### config.mk
export PLATFORM = sky130hd
export DESIGN_NAME = rafc_div
export DESIGN_NICKNAME = d
export VERILOG_FILES = /design/src/rafc_div.sv
export SDC_FILE = /design/constraint.sdc
export NUM_CORES = 2
export LEC_CHECK = 0
export BUFFER_PORTS_ARGS = -buffer_cell sky130_fd_sc_hd__buf_2
export CORE_MARGIN = 8
export CORE_UTILIZATION = 30
export DETAILED_ROUTE_END_ITERATION = 12
export GPL_TIMING_DRIVEN = 0
export SYNTH_ARGS = -nofsm -noshare
export SYNTH_HDL_FRONTEND = slang
export SYNTH_SLANG_ARGS = --single-unit
### constraint.sdc
create_clock -name clk -period 3.3 [get_ports clk]
set_input_delay 0.33 -clock clk [delete_from_list [all_inputs] [get_ports clk]]
set_output_delay 0.33 -clock clk [all_outputs]
set_load 0.05 [all_outputs]
### src/rafc_div.sv
// Pipelined restoring divider, one quotient bit per stage, MSB first.
// Quotient must fit in QW bits.
module rafc_div #(
  parameter int NW = 64,
  parameter int DW = 48,
  parameter int QW = 16,
  parameter int SW = 8
) (
  input  logic          clk,
  input  logic          rst,
  input  logic          in_valid,
  input  logic [NW-1:0] num,
  input  logic [DW-1:0] den,
  input  logic [SW-1:0] side_in,
  output logic          out_valid,
  output logic [QW-1:0] quo,
  output logic [SW-1:0] side_out
);

  localparam int CW = (NW > DW + QW) ? NW : DW + QW;

  logic          vld [QW];
  logic [CW-1:0] rem [QW];
  logic [DW-1:0] dv  [QW];
  logic [QW-1:0] q   [QW];
  logic [SW-1:0] sd  [QW];

  for (genvar k = 0; k < QW; k++) begin : g_stage
    localparam int B = QW - 1 - k;
    logic          c_vld;
    logic [CW-1:0] c_rem;
    logic [DW-1:0] c_dv;
    logic [QW-1:0] c_q;
    logic [SW-1:0] c_sd;
    logic [CW-1:0] trial;
    logic          ge;

    if (k == 0) begin : g_in
      assign c_vld = in_valid;
      assign c_rem = CW'(num);
      assign c_dv  = den;
      assign c_q   = '0;
      assign c_sd  = side_in;
    end else begin : g_prev
      assign c_vld = vld[k-1];
      assign c_rem = rem[k-1];
      assign c_dv  = dv[k-1];
      assign c_q   = q[k-1];
      assign c_sd  = sd[k-1];
    end

    assign trial = CW'(c_dv) << B;
    assign ge    = c_rem >= trial;

    always_ff @(posedge clk) begin
      if (rst) begin
        vld[k] <= 1'b0;
      end else begin
        vld[k] <= c_vld;
      end
    end

    always_ff @(posedge clk) begin
      rem[k] <= ge ? c_rem - trial : c_rem;
      dv[k]  <= c_dv;
      q[k]   <= ge ? (c_q | (QW'(1) << B)) : c_q;
      sd[k]  <= c_sd;
    end
  end

  assign out_valid = vld[QW-1];
  assign quo       = q[QW-1];
  assign side_out  = sd[QW-1];

endmodule

# After elaboration in Yosys (flattened, before gate mapping)
# Memories as Yosys holds them, arrays and structs flattened.
# Cells that the tools add are included.
dict set report totals {
  reg_bits 0
  mem_bits_rw 2192
  word_cells 104
  memories 5
}
# name depth word_bits rd rd_clocked_by_memory_dff wr line_no
set mem_list {}
lappend mem_list {rem 16 64 15 0 16 23} ;# logic [CW-1:0] rem [QW];
lappend mem_list {dv 16 48 15 0 16 24} ;# logic [DW-1:0] dv [QW];
lappend mem_list {q 16 16 16 0 16 25} ;# logic [QW-1:0] q [QW];
lappend mem_list {sd 16 8 16 0 16 26} ;# logic [SW-1:0] sd [QW];
lappend mem_list {vld 16 1 16 0 16 22} ;# logic vld [QW];
dict set report op_classes {
  add_sub_neg 16
  order_cmp 16
  n_mux 51
  bitwise 16
}
# operator n
set ops {}
lappend ops {{64-bit 2-to-1 mux} 16}
lappend ops {{64-bit by 48-bit >= comparator with 1-bit output} 1}
lappend ops {{64-bit by 49-bit >= comparator with 1-bit output} 1}
lappend ops {{64-bit by 50-bit >= comparator with 1-bit output} 1}
lappend ops {{64-bit by 51-bit >= comparator with 1-bit output} 1}
lappend ops {{64-bit by 52-bit >= comparator with 1-bit output} 1}
lappend ops {{64-bit by 53-bit >= comparator with 1-bit output} 1}
lappend ops {{64-bit by 54-bit >= comparator with 1-bit output} 1}
lappend ops {{64-bit by 55-bit >= comparator with 1-bit output} 1}
lappend ops {{64-bit by 56-bit >= comparator with 1-bit output} 1}
lappend ops {{64-bit by 57-bit >= comparator with 1-bit output} 1}
lappend ops {{64-bit by 58-bit >= comparator with 1-bit output} 1}
lappend ops {{64-bit by 59-bit >= comparator with 1-bit output} 1}
lappend ops {{64-bit by 60-bit >= comparator with 1-bit output} 1}
lappend ops {{64-bit by 61-bit >= comparator with 1-bit output} 1}
lappend ops {{64-bit by 62-bit >= comparator with 1-bit output} 1}
lappend ops {{64-bit by 63-bit >= comparator with 1-bit output} 1}
lappend ops {{64-bit by 48-bit subtractor with 64-bit output} 1}
lappend ops {{64-bit by 49-bit subtractor with 64-bit output} 1}
lappend ops {{64-bit by 50-bit subtractor with 64-bit output} 1}
lappend ops {{64-bit by 51-bit subtractor with 64-bit output} 1}
lappend ops {{64-bit by 52-bit subtractor with 64-bit output} 1}
lappend ops {{64-bit by 53-bit subtractor with 64-bit output} 1}
lappend ops {{64-bit by 54-bit subtractor with 64-bit output} 1}
lappend ops {{other kinds (26)} 60}

# Depth between registers and ports, before layout
dict set report logic_depth {
  ltp_word 3
  depth_mapped 17
}

# Worst setup path before layout
# No wires, ideal clock.
dict set report synth_timing {
  kind {register to register}
  from {mem rem[0][266] (netlist name)}
  to {mem rem[0][331] (netlist name)}
  setup_ps 121
  arrival_time_ps 3235
  t_required_ps 3179
  path_slack_ps -56
  stages_incl_launch_ff 15
  path_buffers 1
  cell_sequence {dfxtp_1 > inv_1 > ha_1 > inv_1 > fa_1 > a211o_1 > a2111oi_4 > o21ai_1 > o41ai_2 > o221ai_2 > o21ai_1 > nand2_1 > a21oi_2 > buf_4 > mux2_2}
}
# item line_no
set synth_lines {}
lappend synth_lines {{start, declared} 23}

==> flow_summary.toml <==
[global_route]
grt_pass1_wl_um = 407300
grt_antenna_before_repair = 4
gr-total-overflow = 0
grt_use_total = 0.1493
grt_pass1_vias = 76063
grt_max_degree = 16

[setup_path]
cp_max_fo = 4
crit_end = "rem[0][380]"
cp_top_family = "compound AO/OA/AOI/OAI gates"
crit_path_start_kind = "flop"
rr_startpoint = "rem[0][266]"
crit_arrival_ps = 4500
crit_slowest_cell = "a2111oi_4"
reg2reg_to = "rem[0][380]"
worstPathCellList = "inv_2 -> ha_4 -> inv_2 -> fa_2 -> a211o_1 -> a2111oi_4 -> o21ai_2 -> o41ai_4 -> o221ai_4 -> o21ai_2 -> nand2_2 -> a21oi_4 -> buf_12 -> clkinvlp_4 -> buf_4 -> o211ai_1 -> a31oi_2 -> xor2_1"
crit_cells = 18
critPathKind = "reg -> reg"
critPathBufInv = 5
cp-startpoint = "rem[0][266]"
r2r_setup_slack_ps = -450
crit_path_max_incr_delay_ps = 430
r2r_cells = 18
crit_path_end_kind = "flop"
cp_data_required_time_ps = 4050

[die]
rows = 206
io_pins = 148
dieArea_um2 = 332900
die_h_um = 577.0
start_util = 0.3007
dieWidth_um = 577.0
core_um2 = 313900

[clock_network]
clock_latency_ps = 880
cts_buffers = 210
cts_root_buffer = "clkbuf_16"
cts_tree = "done"
cts.sinks = 1960
clkTransAtPathRegs_ps = 60
cts_max_level = 4
cts_buffer_depth = 4

[yosys]
synthTopCellsByArea = "dfxtp_1, ha_1, a21oi_1"
ys_seq_elements = 1960
syn_avg_cell_area_um2 = 8.743
synth_top_area_share = 0.4156
ys_seq_area_frac = 0.4156
postSynth.asyncResetShare = 0
synthesis.area_um2 = 94420
synth_ff_type = "dfxtp_1"
synth_cell_types = 107
syn_nets = 11705
yosysWarnings = 0
syn_inst = 10799
yosysTopAreaCell = "dfxtp_1"
synth_edf_count = 0

[route]
dr_wl_met2_um = 123600
routed_wl_um = 267000
viasPerCell = 4.846
dr_total_vias = 76863
met3_length_um = 9195
drt_iter0_drc = 4855
wl_met1_um = 115000
remaining_drc_errors = 0
dr.pass1.iters = 9
drtAntennaViolNets = 0
wire_per_inst_um = 16.83
dr.max_layer_used = "met4"

[sta]
fmax_ghz = 0.2670
tns_ps = -30370
rsz0062_at_grt = "true"
maxSlewViolCount = 0
setup_slack_ps = -445.8
fin_crit_sh = 1.135
relSlewSlack = 0.4318
period_needed_ps = 3746
setup_viol = 166
hold_violations = 0
skew_ps = 41.06
tightest_slew_ps = 830.8

[power]
power_density_nw_per_um2 = 1006
cellLeakagePower_nw = 51.95
irDropWorstVdd_uv = 492.7

[min_path]
holdPathStages = 4
min_path_type = "in -> reg"

[placement]
place.gp.congestion = 0.9484
port-buffer-count = 147
hpwl_um = 199800

[finish]
final_util = 0.3799
area_growth_pct = 26.31
n_fill_cell = 31300
drive_gt1_frac = 0.1869
multi_input_area_um2 = 56380
fin_nets = 12444
seq_area_um2 = 39340

[outcome]
status = "finished, violations left"
violations = "negative setup slack"

[flow_run]
maxCapViolCount = 0
[flip-flops by register name (all words and copies together) (netlist names)]
register / flops
rem: 960
dv: 720
q: 136
sd: 128
vld: 16
[power breakdown]
group	switching [mW]	leakage (nW)	internal, mW
clock network	9.62	3.39	13.7
logic	33.8	32.1	27.4
registers	4.99	16.5	30.5
total	48.4	52.0	71.6
[cells in the mapped netlist, drive strengths merged, types with 28 or more instances]
cell type,count
a211oi,76
a21boi,44
a21o,426
a21oi,1118
a31oi,86
and2,60
and3,67
buf,94
clkbuf,304
dfxtp,1960
ha,768
inv,974
mux2,99
nand2,863
nand2b,85
nand3,167
nand4,206
nor2,728
nor2b,122
nor3,138
nor4,85
o211ai,55
o21a,90
o21ai,731
o21bai,139
o31ai,73
or2,28
or3,42
xnor2,432
xor2,325
[cell type report]
class / count / share of cell area
Antenna cell: 7 / 0.0001469
Buffer: 291 / 0.01885
Clock buffer: 270 / 0.04890
Clock inverter: 97 / 0.008487
Inverter: 974 / 0.03098
Multi-Input combinational cell: 7468 / 0.4728
Sequential cell: 1960 / 0.3298
Tap cell: 4160 / 0.04364
Timing Repair Buffer: 633 / 0.04637
[what timing repair did]
item,CTS,global route
setup endpoints to repair,853,823
hold endpoints to repair,136,5
buffers inserted,181,164
cloned,24,10
hold buffers,121,5
pin swaps,288,378
gates resized for setup,1104,884
[worst register-to-register path, cell delays in order, from the launching register on]
cell and delay [ps]:
dfxtp_2 320, inv_2 60, ha_4 120, inv_2 30, fa_2 350, a211o_1 310
a2111oi_4 430, o21ai_2 150, o41ai_4 410, o221ai_4 240, o21ai_2 180, nand2_2 90
a21oi_4 170, buf_12 160, clkinvlp_4 110, buf_4 140, o211ai_1 100, a31oi_2 80
xor2_1 170
[worst min-delay path by stage]
stage,start,to,slack [ps]
after floorplan,q[0][15],q[0][31],310
after global placement,sd[6][4],sd[6][12],310
after detailed placement,q[1][13],q[1][29],310
after CTS,den[0],dv[0][0],-450
after global routing,num[20],rem[0][20],10
final,num[20],rem[0][20],10
[layout by cell type, fill, tap and decap left out, types with 161 or more instances in the layout]
cell	Yosys	layout
clkbuf_1	299	168
buf_4	2	291
buf_2	71	161
xor2_1	325	325
clkbuf_16	0	230
inv_1	969	946
nand4_1	206	206
ha_1	768	607
a21oi_1	1113	982
nor2_1	728	688
dfxtp_1	1960	1882
o21ai_0	702	543
a21o_1	426	422
nand2_1	862	757
xnor2_1	432	422
[layer usage]
metal,vias up,GRT usage
li1,39036,-
met1,35197,0.1780
met2,1878,0.2564
met3,752,0.01954
met4,0,0.08871
met5,-,0
[through the flow]
stage               instances  power (mW)  hold slack (ps)  cell area [um2]  setup WS [ps]
floorplan               10799       73.72            309.6            94440          1.559
global placement        15106       85.86            309.5           100400          -2126
detailed placement      15107       85.90            312.1           100400          -2155
CTS                     15734       115.3           -453.2           114700         -438.9
global route            15859       128.5            10.78           119300         -586.9
finish                  15860       120.0            12.61           119300         -445.8
[kinds of logic (layout without fill, tap and decap cells)]
group                      count (synthesis)  count (layout)  synth area share
AOI/OAI and AO/OA                       3110            3110            0.2042
and+or+nand+nor                         2712            2713            0.1368
DFF                                     1960            1960            0.4156
buffers and inverters                   1372            2265           0.05579
adders and majority gates                783             783            0.1050
xor gates and xnor gates                 757             757           0.07022
muxes                                    105             105           0.01244
other                                      0               7                 0
No activity file was read; power rests on OpenSTA's default activity.
