### src/rafc_sqrt.sv
// Pipelined integer square root, one root bit per stage, MSB first.
module rafc_sqrt #(
  parameter int RW = 32,
  parameter int SW = 8
) (
  input  logic            clk,
  input  logic            rst,
  input  logic            in_valid,
  input  logic [2*RW-1:0] radicand,
  input  logic [SW-1:0]   side_in,
  output logic            out_valid,
  output logic [RW-1:0]   root,
  output logic [SW-1:0]   side_out
);

  localparam int VW = 2 * RW;

  logic          vld [RW];
  logic [VW-1:0] rem [RW];
  logic [RW-1:0] rt  [RW];
  logic [SW-1:0] sd  [RW];

  for (genvar k = 0; k < RW; k++) begin : g_stage
    localparam int B = RW - 1 - k;
    logic          c_vld;
    logic [VW-1:0] c_rem;
    logic [RW-1:0] c_rt;
    logic [SW-1:0] c_sd;
    logic [VW-1:0] trial;
    logic          ge;

    if (k == 0) begin : g_in
      assign c_vld = in_valid;
      assign c_rem = radicand;
      assign c_rt  = '0;
      assign c_sd  = side_in;
    end else begin : g_prev
      assign c_vld = vld[k-1];
      assign c_rem = rem[k-1];
      assign c_rt  = rt[k-1];
      assign c_sd  = sd[k-1];
    end

    // (root + 2^B)^2 - root^2 = root * 2^(B+1) + 2^(2B)
    assign trial = (VW'(c_rt) << (B + 1)) | (VW'(1) << (2 * B));
    assign ge    = c_rem >= trial;

    always_ff @(posedge clk) begin
      if (rst) begin
        vld[k] <= 1'b0;
      end else begin
        vld[k] <= c_vld;
      end
    end

    always_ff @(posedge clk) begin
      rem[k] <= ge ? c_rem - trial : c_rem;
      rt[k]  <= ge ? (c_rt | (RW'(1) << B)) : c_rt;
      sd[k]  <= c_sd;
    end
  end

  assign out_valid = vld[RW-1];
  assign root      = rt[RW-1];
  assign side_out  = sd[RW-1];

endmodule

### config.mk
export PLATFORM = sky130hd
export DESIGN_NAME = rafc_sqrt
export DESIGN_NICKNAME = d
export VERILOG_FILES = /design/src/rafc_sqrt.sv
export SDC_FILE = /design/constraint.sdc
export NUM_CORES = 2
export LEC_CHECK = 0
export BUFFER_PORTS_ARGS = -buffer_cell sky130_fd_sc_hd__buf_2
export CORE_MARGIN = 5
export CORE_UTILIZATION = 45
export DETAILED_ROUTE_END_ITERATION = 7
export SYNTH_ARGS = -nofsm -noshare
export SYNTH_HDL_FRONTEND = slang
export SYNTH_SLANG_ARGS = --single-unit
### constraint.sdc
create_clock -name clk -period 3.87 [get_ports clk]
set_input_delay 0 -clock clk [delete_from_list [all_inputs] [get_ports clk]]
set_output_delay 0 -clock clk [all_outputs]
set_load 0.02 [all_outputs]
== Yosys cells after proc, flatten, opt, wreduce, memory -nomap -nowiden ==
Memories as Yosys holds them, arrays and structs flattened.
Cells that the tools add are included.

* Memories: 4
* Output and inout port bits: 41
* Bits in registers: 0
* Logic and storage cells: 199
* Bits of input ports: 75
* Memory bits (writable): 3360

* Magnitude comparators: 32
* Multiplexer cells: 99
* Add/subtract/negate cells: 32
* Bitwise logic cells: 32

{| class="wikitable"
|+ Memories
! name !! words !! width !! rd ports !! clocked after Yosys merged registers in !! write ports !! RTL line !! text
|-
| rem || 32 || 64 || 31 || 0 || 32 || 19 || <nowiki>logic [VW-1:0] rem [RW];</nowiki>
|-
| rt || 32 || 32 || 32 || 0 || 32 || 20 || <nowiki>logic [RW-1:0] rt [RW];</nowiki>
|-
| sd || 32 || 8 || 32 || 0 || 32 || 21 || <nowiki>logic [SW-1:0] sd [RW];</nowiki>
|-
| vld || 32 || 1 || 32 || 0 || 32 || 18 || <nowiki>logic vld [RW];</nowiki>
|}

{| class="wikitable"
|+ Operators with widths
! operator !! count
|-
| two-way mux 64 bit || 32
|-
| greater-or-equal comparator 64 x 33 -> 1 bit || 1
|-
| greater-or-equal comparator 64 x 34 -> 1 bit || 1
|-
| greater-or-equal comparator 64 x 35 -> 1 bit || 1
|-
| greater-or-equal comparator 64 x 36 -> 1 bit || 1
|-
| greater-or-equal comparator 64 x 37 -> 1 bit || 1
|-
| greater-or-equal comparator 64 x 38 -> 1 bit || 1
|-
| greater-or-equal comparator 64 x 39 -> 1 bit || 1
|-
| greater-or-equal comparator 64 x 40 -> 1 bit || 1
|-
| greater-or-equal comparator 64 x 41 -> 1 bit || 1
|-
| greater-or-equal comparator 64 x 42 -> 1 bit || 1
|-
| greater-or-equal comparator 64 x 43 -> 1 bit || 1
|-
| greater-or-equal comparator 64 x 44 -> 1 bit || 1
|-
| greater-or-equal comparator 64 x 45 -> 1 bit || 1
|-
| greater-or-equal comparator 64 x 46 -> 1 bit || 1
|-
| greater-or-equal comparator 64 x 47 -> 1 bit || 1
|-
| greater-or-equal comparator 64 x 48 -> 1 bit || 1
|-
| greater-or-equal comparator 64 x 49 -> 1 bit || 1
|-
| greater-or-equal comparator 64 x 50 -> 1 bit || 1
|-
| greater-or-equal comparator 64 x 51 -> 1 bit || 1
|-
| greater-or-equal comparator 64 x 52 -> 1 bit || 1
|-
| greater-or-equal comparator 64 x 53 -> 1 bit || 1
|-
| greater-or-equal comparator 64 x 54 -> 1 bit || 1
|-
| greater-or-equal comparator 64 x 55 -> 1 bit || 1
|-
| other kinds (74) || 140
|}

== Longest topological paths before layout ==
* Depth in word-level cells: 3
* Gate-level depth with buffers: 15
* Gate-level depth less buffers: 12

== Worst setup path before layout ==
No wires, ideal clock.

* Path kind: reg-to-reg
* From: memory rt[17][16] (netlist: rt[8][48])
* To: memory rem[18][58] (netlist bit)
* Library setup time: 143 ps
* Path slack: 560 ps
* Clock period less this slack: 3310 ps
* Cell stages (with the launch flop): 14
* Data arrival time: 3167 ps
* Cell sequence: dfxtp_1 -> inv_1 -> ha_1 -> or4bb_1 -> or4_1 -> o41ai_1 -> or4b_1 -> nor2_1 -> and3_1 -> buf_2 -> inv_2 -> nand3_1 -> a2111oi_0 -> xor2_1

{| class="wikitable"
|+ RTL lines
! item !! RTL line
|-
| start, declared || 20
|-
| end, declared || 19
|}

==> impl_summary.txt <==
----------------------------------------------------
[Status]
  Outcome ... finished clean

[Synth]
  #FFs+latches synth ... 2800
  Area share of the largest cell type after synthesis ... 0.553
  Library cell with the largest summed area after synthesis ... dfxtp_1
  Post-Synthesis Mean Instance Area ... 10.2 µm²
  Post-synthesis compound-gate area fraction ... 0.112
  Share of flip-flops with an asynchronous set or reset ... 0
  Cells after synthesis ... 9941
  Proportion of synthesized area in mux cells ... 0.00813
  Total nets after synthesis ... 10.6k
  Largest family of logic cells by synthesized area ... simple AND/OR/NAND/NOR gates
  Fraction of the yosys area taken by sequential cells ... 0.553
  Post-synth design cell area ... 0.101 mm²
  Number of enable flip-flop cells after synthesis ... 0
  Post-synthesis simple-gate area fraction ... 0.148
  Post-synthesis share of cell area spent on xor and xnor gates ... 0.0766
  Top area cells in the synthesized netlist ... dfxtp_1 (55%), ha_1 (6.9%), xnor2_1 (4.1%), xor2_1 (3.6%), a21oi_1 (3.2%)
  Post-synthesis share of cell area spent on full adders, half adders and majority gates ... 0.0688
  Most frequently used flop master after synthesis ... dfxtp_1
  Count of different cell masters after synthesis ... 90
  Synth warnings ... 0

[Detailed routing]
  Drc violations ... 0
  First DRT Iteration DRCs ... 4289
  Routed wirelength normalized by instance count ... 18.9 µm
  Number of nets still failing antenna checks after routing ... 0
  Drt pass-1 iters ... 7
  Count of vias placed by the detailed router ... 72.2k
  Total length of routed wires ... 260000 µm
  Ratio of routed vias to standard cells ... 5.25

[Worst setup path]
  Number of cells traversed by the worst register-to-register path ... 11
  Type of destination of the critical path ... register
  Arrival time reported for the critical path endpoint ... 4.43 ns
  Kind of critical path ... register to register
  Highest fanout seen on the critical path ... 9
  Endpoint of the most critical register-to-register path ... rem[17][59]
  Source of the worst register-to-register timing path ... rt[8][18]
  Required time worst endpoint ... 4.64 ns
  Reg-to-reg setup timing slack ... 0.21 ns
  Nature of the critical path startpoint ... register

[Layout]
  Final Instance Area ... 0.118 mm²
  Synth-to-layout area growth ... 16.7%
  Commonest non-fill, non-tap cell in the layout ... dfxtp_1
  Final layout net count ... 11.2k
  Most used cells in the layout excluding fill and tap cells ... dfxtp_1 (2800), inv_1 (696), nor2_1 (675)
  Util after Layout ... 0.527
  Share of cells above drive strength 1 ... 0.0911

[STA]
  Least-Margin Pin Slew ... 1.12 ns
  Final period demand of the worst path ... 3.66 ns
  Fmax achieved ... 273 MHz
  Final hold slack ... 0.114 ns
  Pins over their slew limit ... 0
  Fin Setup TNS ... 0 ns
  Unrepaired setup endpoints after global routing ... no
  Final period utilization ... 0.945
  Final setup violating endpoints ... 0
  Worst clock skew on the final layout ... 0.0768 ns
  Final count of hold timing violations ... 0
  Rel. slew slack ... 0.243

[CTS]
  Number of buffers inserted during clock tree synthesis ... 301
  H-tree levels ... 5
  Clk sinks ... 2800
  Clock slew at the register clock pins of the worst setup and hold paths ... 0.06 ns
  Source-to-sink clock delay at the later pin of the worst-skew pair ... 0.96 ns
  Root buffer cell ... clkbuf_16
  CTS Buffer Depth ... 4
  CTS tree ... yes

[Global route]
  Vias in the first global route ... 73.0k
  First-pass GRT wire length ... 406000 µm
  GRT overflow ... 0
  Global-route total usage across every layer ... 0.214
  Largest net degree at the start of global routing ... 50
  Antenna violations before repair ... 11

[Power and ir drop]
  Static Leak ... 53.7 nW
  Power per cell area ... 751 mW/mm²
  Maximum vdd drop ... 0.468 mV

[Floorplanning]
  Die Outline Area ... 0.235 mm²
  Floorplan Core Area ... 0.224 mm²
  Die boundary width ... 485 µm
  Initial core utilization ... 0.452
  Top-Level Pins ... 116
  Height of the die ... 485 µm
  Std-Cell Rows ... 174

[Hold path]
  Cell count of the worst hold path ... 5
  End point of the worst hold path ... rt[0][31]
  Hold WC Path Type ... input port to register
  Critical hold path startpoint ... radicand[31]

[Placement]
  Routability cong. ... 0.910
  Dpl cell area ... 0.107 mm²
  Post-detailed-placement half-perimeter wirelength ... 200000 µm
  Port-buffer cells ... 115

[Job]
  Number of maximum-capacitance violations ... 0

----------------------------------------------------
## power by group
| part | switching (W) | internal (W) |
|---|---|---|
| Combinational | 0.0112 | 0.00906 |
| Sequential | 0.00531 | 0.0349 |
| Clock | 0.0113 | 0.0171 |
## Yosys cell counts, drive strengths merged, types with 45 or more instances
library cell  count
dfxtp          2800
inv             700
nor2            677
a21oi           645
nand2           562
ha              558
xnor2           474
xor2            413
o21ai           411
nor4            348
nor3            264
a21o            235
nand4           170
clkbuf          161
nand3           158
nand2b          114
nor2b           104
or3             102
or4              89
o21a             86
mux2             67
a211oi           57
and3             51
o211ai           51
o21bai           51
nor4b            45
## worst max-delay path by stage
| stage | start | end | slack (ns) | cells after the start |
|---|---|---|---|---|
| detailed placement | rt[12][30] | rem[25][59] | -0.42 | 11 |
| CTS | rem[24][43] | rem[25][47] | 0.01 | 9 |
| floorplan | rt[8][48] | rem[18][58] | 0.56 | 13 |
| global route | rt[9][45] | rem[20][58] | 0.02 | 10 |
| global placement | rt[12][30] | rem[25][56] | -0.39 | 11 |
| finish | rt[8][18] | rem[17][59] | 0.21 | 11 |
## critical path: stages (launching register included)
cell      delay, ns
dfxtp_1        0.38
inv_1          0.06
ha_1           0.39
nand2_1        0.08
nor4_1         0.39
a21bo_2        0.28
o211ai_1       0.19
a221o_1        0.40
a211oi_4       0.11
or4_1          0.67
nor4_1         0.30
xor2_1         0.26
## metal layers
| layer | vias to the layer above | GRT usage | part of all wire |
|---|---|---|---|
| met4 | 2 | 0.0779 | 0.036 |
| met3 | 518 | 0.0318 | 0.037 |
| met5 | - | 0 | 0.000050 |
| met2 | 1599 | 0.388 | 0.50 |
| met1 | 34300 | 0.257 | 0.43 |
| li1 | 35700 | - | - |
## flip-flops by register name, indices dropped and copies added, names as in the netlist
name  flops
rem    1984
vld      32
rt      528
sd      256
## repair_timing
action                                  in CTS  in global routing
hold endpoints to repair                   105                  0
gates resized for setup                      6                 16
buffers inserted                             0                  1
hold buffers                               151                  0
endpoints found under the setup margin      57                 42
pin swaps                                    0                  0
## cells by family after synthesis
| family | Yosys count |
|---|---|
| AND/OR/NAND/NOR | 2889 |
| flip-flops | 2800 |
| AO/OA/AOI/OAI | 1835 |
| buffers and inverters | 898 |
| XOR/XNOR | 887 |
| adder cells (fa/ha/maj) | 558 |
| multiplexers | 74 |
## metrics by stage
step / setup WS, ns / total power [W] / std cells
global placement: -0.389 / 0.0605 / 13100
detailed placement: -0.415 / 0.0607 / 13100
global route: 0.0180 / 0.0938 / 13700
CTS: 0.0115 / 0.0895 / 13700
finish: 0.212 / 0.0889 / 13700
floorplan: 0.560 / 0.0536 / 9941
## cell type report
type / count / area, µm²
clock buffers: 425 / 8950
fillers: 19600 / 106000
clock inverters: 89 / 1020
flip-flops and latches: 2800 / 56100
multi-input cells: 6243 / 42200
diodes: 21 / 52.6
repair buffers: 469 / 3690
well taps: 2992 / 3740
inverters: 702 / 2640
Note: power is estimated with default switching activity, not from simulation.
