`config.mk`:
```
export PLATFORM = sky130hd
export DESIGN_NAME = rafc_front
export DESIGN_NICKNAME = d
export VERILOG_FILES = /design/src/rafc_pkg.sv /design/src/rafc_front.sv
export SDC_FILE = /design/constraint.sdc
export NUM_CORES = 2
export LEC_CHECK = 0
export BUFFER_PORTS_ARGS = -buffer_cell sky130_fd_sc_hd__buf_2
export CORE_MARGIN = 1
export CORE_UTILIZATION = 37
export CTS_CLUSTER_DIAMETER = 150
export DETAILED_ROUTE_END_ITERATION = 8
export SLEW_MARGIN = 20
export SYNTH_ARGS = -nofsm -noshare
export SYNTH_HDL_FRONTEND = slang
export SYNTH_SLANG_ARGS = --single-unit
```
`constraint.sdc`:
```
create_clock -name clk -period 7.1 [get_ports clk]
set_clock_uncertainty 0.1 [all_clocks]
set_input_delay 0 -clock clk [delete_from_list [all_inputs] [get_ports clk]]
set_output_delay 0 -clock clk [all_outputs]
set_load 0.005 [all_outputs]
```
`src/rafc_pkg.sv`:
```
package rafc_pkg;

  // Field and datapath widths
  localparam int POS_W    = 24;             // Q16.8 coordinate
  localparam int CFG_W    = 24;             // configuration register width
  localparam int CFG_AW   = 2;              // register index width
  localparam int DIFF_W   = POS_W + 1;      // coordinate difference
  localparam int SQ_W     = 2 * DIFF_W;     // full squared length
  localparam int D2_W     = 2 * CFG_W;      // squared length inside the field
  localparam int FRAC_W   = 16;             // falloff, Q0.16
  localparam int LEN_W    = 32;             // distance, Q.16
  localparam int UNIT_SH  = 24;             // pre-shift of |d| before the unit divide
  localparam int UNIT_W   = 17;             // unit component, up to 1.0 in Q.16
  localparam int T_W      = FRAC_W + UNIT_W;
  localparam int P_W      = T_W + CFG_W;
  localparam int MAG_SH   = 32;
  localparam int MAG_W    = P_W - MAG_SH;
  localparam int FORCE_W  = 32;

  localparam logic [SQ_W-1:0] ONE_UNIT_SQ = SQ_W'(65536);

  // Register indexes
  localparam logic [CFG_AW-1:0] REG_PULL_RANGE    = CFG_AW'(0);
  localparam logic [CFG_AW-1:0] REG_PULL_STRENGTH = CFG_AW'(1);

  // Pipeline depth: front end, falloff divide, square root, unit divide,
  // two multiplies, output register
  localparam int FRONT_STAGES = 4;
  localparam int LATENCY = FRONT_STAGES + FRAC_W + LEN_W + UNIT_W + 3;

  typedef struct packed {
    logic              inr;
    logic              sx;
    logic              sy;
    logic [DIFF_W-1:0] ax;
    logic [DIFF_W-1:0] ay;
    logic [D2_W-1:0]   d2;
    logic [D2_W-1:0]   num;
  } front_t;

  typedef struct packed {
    logic              inr;
    logic              sx;
    logic              sy;
    logic [DIFF_W-1:0] ax;
    logic [DIFF_W-1:0] ay;
    logic [D2_W-1:0]   d2;
  } frac_side_t;

  typedef struct packed {
    logic              inr;
    logic              sx;
    logic              sy;
    logic [DIFF_W-1:0] ax;
    logic [DIFF_W-1:0] ay;
    logic [FRAC_W-1:0] f;
  } sqrt_side_t;

  typedef struct packed {
    logic              inr;
    logic              sx;
    logic [FRAC_W-1:0] f;
  } unit_side_t;

endpackage

```
`src/rafc_front.sv`:
```
module rafc_front import rafc_pkg::*; (
  input  logic              clk,
  input  logic              rst,
  input  logic              in_valid,
  input  logic [POS_W-1:0]  mine_x,
  input  logic [POS_W-1:0]  mine_y,
  input  logic [POS_W-1:0]  body_x,
  input  logic [POS_W-1:0]  body_y,
  input  logic [D2_W-1:0]   r2,
  output logic              out_valid,
  output front_t            out
);

  // stage 1: differences
  logic                     v1;
  logic signed [DIFF_W-1:0] dx1;
  logic signed [DIFF_W-1:0] dy1;
  // stage 2: squares and magnitudes
  logic                     v2;
  logic signed [SQ_W-1:0]   sqx;
  logic signed [SQ_W-1:0]   sqy;
  logic [DIFF_W-1:0]        ax2;
  logic [DIFF_W-1:0]        ay2;
  logic                     sx2;
  logic                     sy2;
  // stage 3: squared length
  logic                     v3;
  logic [SQ_W-1:0]          d2_3;
  logic [DIFF_W-1:0]        ax3;
  logic [DIFF_W-1:0]        ay3;
  logic                     sx3;
  logic                     sy3;

  always_ff @(posedge clk) begin
    if (rst) begin
      v1 <= 1'b0;
      v2 <= 1'b0;
      v3 <= 1'b0;
      out_valid <= 1'b0;
    end else begin
      v1 <= in_valid;
      v2 <= v1;
      v3 <= v2;
      out_valid <= v3;
    end
  end

  always_ff @(posedge clk) begin
    dx1 <= {mine_x[POS_W-1], mine_x} - {body_x[POS_W-1], body_x};
    dy1 <= {mine_y[POS_W-1], mine_y} - {body_y[POS_W-1], body_y};

    sqx <= dx1 * dx1;
    sqy <= dy1 * dy1;
    ax2 <= dx1[DIFF_W-1] ? (~dx1 + 1'b1) : dx1;
    ay2 <= dy1[DIFF_W-1] ? (~dy1 + 1'b1) : dy1;
    sx2 <= dx1[DIFF_W-1];
    sy2 <= dy1[DIFF_W-1];

    d2_3 <= $unsigned(sqx) + $unsigned(sqy);
    ax3 <= ax2;
    ay3 <= ay2;
    sx3 <= sx2;
    sy3 <= sy2;

    // in field when one unit <= |d| < range
    out.inr <= (d2_3 < SQ_W'(r2)) && (d2_3 >= ONE_UNIT_SQ);
    out.sx  <= sx3;
    out.sy  <= sy3;
    out.ax  <= ax3;
    out.ay  <= ay3;
    out.d2  <= d2_3[D2_W-1:0];
    out.num <= r2 - d2_3[D2_W-1:0];
  end

endmodule

```
[Word level (Yosys, flattened, before mapping)]
Index checks and enable logic that the tools add are counted.
W data, S select, Z words.
Operators by class
  reductions and logical operators: 1
  magnitude comparators: 2
  add/subtract/negate cells: 6
  multiply operators: 2
  bitwise operators: 2
  multiplexer cells: 2
Operator list (number)
  $mul A25 B25 Y50: 2
  $add A25 B1 Y25 const B: 2
  $add A50 B50 Y50: 1
  $ge A50 B17 Y1 const B: 1
  $lt A50 B48 Y1: 1
  $not A25 Y25: 2
  $sub A24 B24 Y25: 2
  $mux W24: 2
  $sub A48 B48 Y48: 1
  $logic_and A1 B1 Y1: 1
Word-level totals
  logic and storage cells: 41
  flip-flop bits (word level): 457
  output and inout bits: 150
  input bits: 147

[Depth between registers and ports, before layout]
  depth in word-level cells: 3
  gate-level depth with buffers: 30
  gate-level depth less buffers: 27

[Worst setup path after synthesis]
OpenSTA, ideal clock, no wires.
  path kind: flip-flop to flip-flop
  start: register dx1[2]
  end: register sqx[46]
  arrival time: 7237 ps
  slack: -309 ps
  stages on the path, launching flop included: 30
  clock period less this slack: 7409 ps
  buffers on the path: 3
  library setup time: 72 ps
  required time: 6928 ps
  cell sequence: dfxtp_1 clkbuf_1 buf_1 nand2_1 fa_1 inv_1 fa_1 inv_1 fa_1 inv_1 fa_1 inv_1 fa_1 inv_1 fa_1 inv_1 fa_1 inv_1 ha_1 clkbuf_1 a21o_1 a311oi_1 o31ai_1 a21oi_1 a21oi_1 a41oi_1 a21oi_1 or4_1 a21oi_1 xnor2_1
On the way
  word-level cells in the longest chain between the ends: 1
RTL lines
  start, declared: line rafc_front.sv:16  | logic signed [DIFF_W-1:0] dx1;
  start signal, assigned: line rafc_front.sv:49  | dx1 <= {mine_x[POS_W-1], mine_x} - {body_x[POS_W-1], body_x};
  $mul A25 B25 Y50: line rafc_front.sv:52  | sqx <= dx1 * dx1;
  end signal, assigned: line rafc_front.sv:52
  end, declared: line rafc_front.sv:20  | logic signed [SQ_W-1:0] sqx;
No other way between the ends.
A chain may end at the register's enable or synchronous reset.

[Worst setup path after layout]
  start: register dy1[8]
  end: register sqy[49]
On the way
  word-level cells in the longest chain between the ends: 1
RTL lines
  start, declared: line rafc_front.sv:17  | logic signed [DIFF_W-1:0] dy1;
  start signal, assigned: line rafc_front.sv:50  | dy1 <= {mine_y[POS_W-1], mine_y} - {body_y[POS_W-1], body_y};
  $mul A25 B25 Y50: line rafc_front.sv:53  | sqy <= dy1 * dy1;
  end signal, assigned: line rafc_front.sv:53
  end, declared: line rafc_front.sv:21  | logic signed [SQ_W-1:0] sqy;
No other way between the ends.

==> flow_summary.ini <==
[yosys]
async_reset_ff_share_pct = 0
postSynthNetCount = 7974
synth.cell_area_mm2 = 0.0591
yosys.cell_types.count = 79
ys_seq_elements = 453
synth-edff-count = 0
ys_seq_area_share_pct = 15.3
syn_inst = 6111
synthesis.area_per_instance_um2 = 9.68
yosys_warnings = 0
ys_dominant_reg_cell = dfxtp_1

[global_routing]
met3_global_route_usage_pct = 2.18
groute.usage.overall_pct = 19.7
largest_net_degree_at_the_start_of_global_routing = 29
grt_use_met2_pct = 34.6
top_usage_layer = met2
first_global_vias = 47790
grt_overflow = 0
antenna_found_initial = 7
first_pass_grt_wire_length_mm = 251
globalRouteMet1Util_pct = 25.6

[final_layout]
fin_util_pct = 46.0
layout.nets = 8983
fin_area_mm2 = 0.0729
final-instance-count-excl-fill = 9241
n_fill_cell = 15105
area.growth.synth_to_final_pct = 23.3
fraction_of_final_layout_cells_with_drive_strength_greater_than_1_pct = 17.1

[detailed_routing]
first_iter_violations = 1857
wl_per_cell_um = 16.8
vias = 43717
drt_wl_total_mm = 156
postRouteAntennaNets = 0
route.detailed.vias_per_inst = 4.73
drt_pass1_iterations = 7
post_route_drc = 0

[floorplanning]
die_h_um = 402
initial_utilization_pct = 37.3
coreArea_mm2 = 0.159
die-area_mm2 = 0.161
horiz_die_dim_um = 402
floorplan.io_pins = 297
rows = 146

[sta]
relSlewSlack_pct = 8.40
setup-violations-final = 0
worstMarginPinSlew_ps = 1360
finalWorstPathRequiredPeriod_ps = 6970
rsz0062_at_grt = yes
layout_worst_path_cycle_share_pct = 98.2
final_max_slew_viol_count = 0
fmax_mhz = 143
timing.final.hold_violations = 0

[setup_path]
crit_path_start_kind = flop
r2r.worst_path.cells = 25
slowest_stage = fa_1
cell_occurring_most_often_along_the_worst_timing_path = fa_1
worst_ep_arrival_time_ps = 7460
cp_num_cells = 25
critical_path.reg2reg.startpoint = dy1[8]
timing.critical_path.slowest_cell_delay_ps = 570
worstPathMaxFanout = 7
cp_num_buf_inv = 6
critPathCaptureType = flop
path_delay_family = adder cells
worst-endpoint-required_ps = 7590
worstReg2RegEnd = sqy[49]
critPathKind = reg2reg
timing.reg2reg.setup_slack_ps = 130

[placement]
dpl.hpwl_mm = 132
number_of_port_buffers = 296
placed_area_mm2 = 0.0669
gp_congestion = 0.921
placedCellCount = 8853

[clock_tree]
clock_tree.htree_level_count = 2
tritoncts = yes
cts.root.buffer_cell = clkbuf_16
clkLatencyLatePin_ps = 690
cts.sinks = 453
cts.path.max_buffers = 3
cts_buf_count = 55
clk_pin_slew_worst_paths_ps = 60

[flow_run]
drv_cap = 0

[worst_hold_path]
worst_hold_path.num_cells = 7
hold_path_startpoint = body_y[18]
hold_critical_path_endpoint = dy1[19]
hp-class = in2reg

[run_status]
outcome = finished clean
-- cell usage after synthesis (all sizes together), types with 35 or more instances --
library cell,instances,area (µm²)
fa,1217,24400
ha,499,6240
o21ai,118,591
clkbuf,167,627
nor2,221,830
nand3,48,240
nor2b,52,325
nor3,44,230
and2,207,1290
xor2,81,709
nand2,479,1800
o21bai,43,323
inv,1557,5840
xnor2,215,1880
a21oi,226,1140
dfxtp,453,9070
o21a,35,263
a21o,127,953
-- worst min-delay path: cells and delay by family --
kind	cells	cell delay (ps)
AO/OA/AOI/OAI	2	210
buffers and inverters	2	150
XOR/XNOR	1	140
adder cells (fa/ha/maj)	1	130
AND/OR/NAND/NOR	1	120
-- metrics by stage --
step / setup TNS, ps / hold WS [ps] / setup slack (ps)
after floorplan: -27.7 / -28.4 / -27.7
after global placement: -1900 / 104 / -237
after detailed placement: -2040 / 109 / -222
after CTS: 0 / 47.7 / 2.26
after global routing: -326 / 105 / -139
final: 0 / 54.3 / 131
-- registers in the layout, summed over array words and instances (netlist names) --
| signal | cells |
|---|---|
| sx3 | 1 |
| dx1 | 25 |
| dy1 | 25 |
| ax2 | 24 |
| v3 | 1 |
| sqy | 49 |
| ay2 | 24 |
| sy2 | 1 |
| ay3 | 25 |
| v1 | 1 |
| v2 | 1 |
| sx2 | 1 |
| ax3 | 25 |
| out_valid | 1 |
| sy3 | 1 |
| sqx | 49 |
| d2_3 | 50 |
| out | 149 |
-- per-layer routing --
layer  share of wire, %  up-vias
met2                 50      911
met4                3.0        2
met3                4.6      235
li1                   -    20471
met5             0.0084        -
met1                 43    22098
-- kinds of logic (layout without fill, tap and decap cells) --
kind of cell / count (synthesis) / in the layout / synth area share (%)
simple gates: 1191 / 1191 / 9.55
fa+ha+maj: 1716 / 1716 / 51.8
buf+inv: 1740 / 2795 / 11.0
mux: 5 / 5 / 0.0889
other cells: 0 / 3 / 0
compound gates: 710 / 710 / 7.85
xor+xnor: 296 / 296 / 4.38
flops: 453 / 453 / 15.3
-- layout by cell type (no fill, tap or decap), types with 14 or more instances in the layout --
cell	netlist	layout
xnor2_1	215	215
nand4_1	25	25
and3_1	26	23
a31oi_1	16	14
fa_1	1217	1188
xor2_1	81	81
or3_1	16	16
a211oi_1	18	16
clkbuf_16	0	55
o21bai_1	43	43
buf_6	0	28
inv_2	3	15
fa_2	0	29
o21ai_0	89	78
a21oi_1	223	200
a21o_1	127	126
nand2_1	479	467
nor3_1	42	39
nor2_1	221	206
o31ai_1	25	22
dfxtp_1	453	413
ha_1	499	474
inv_1	1554	1539
dlygate4sd3_1	0	242
and2_1	207	195
dfxtp_4	0	20
nor2b_1	52	50
ha_4	0	21
a21oi_2	3	20
buf_12	0	28
nand2b_1	26	26
o21ai_1	29	33
o21a_1	35	35
buf_4	0	527
dfxtp_2	0	20
nand3_1	48	46
buf_2	2	297
-- worst max path at each step --
stage / from / end / slack, ps
floorplan: dx1[11] / sqx[46] / -30
global placement: dx1[13] / sqx[46] / -240
detailed placement: dx1[3] / sqx[46] / -220
CTS: dx1[19] / sqx[46] / 2
global route: dy1[9] / sqy[49] / -140
finish: dy1[8] / sqy[49] / 130
-- repair_timing --
action	4_1_cts	5_1_grt
cloned	0	1
hold buffers	242	0
endpoints found under the setup margin	20	33
hold endpoints to repair	103	0
setup buffers	1	38
gates resized for setup	57	259
pin swaps	9	108
-- cell type report --
cell class	count	area (µm²)	area share (%)
clock buffers	62	1450	1.99
flip-flops and latches	453	9170	12.6
repair buffers	1128	8830	12.1
clock inverters	41	616	0.844
well taps	2072	2590	3.55
inverters	1564	5890	8.07
multi-input cells	3918	44400	60.9
diodes	3	7.51	0.0103
Power is not shown: default switching activity piles up to over one toggle a cycle in this logic, so the estimate is an artifact.
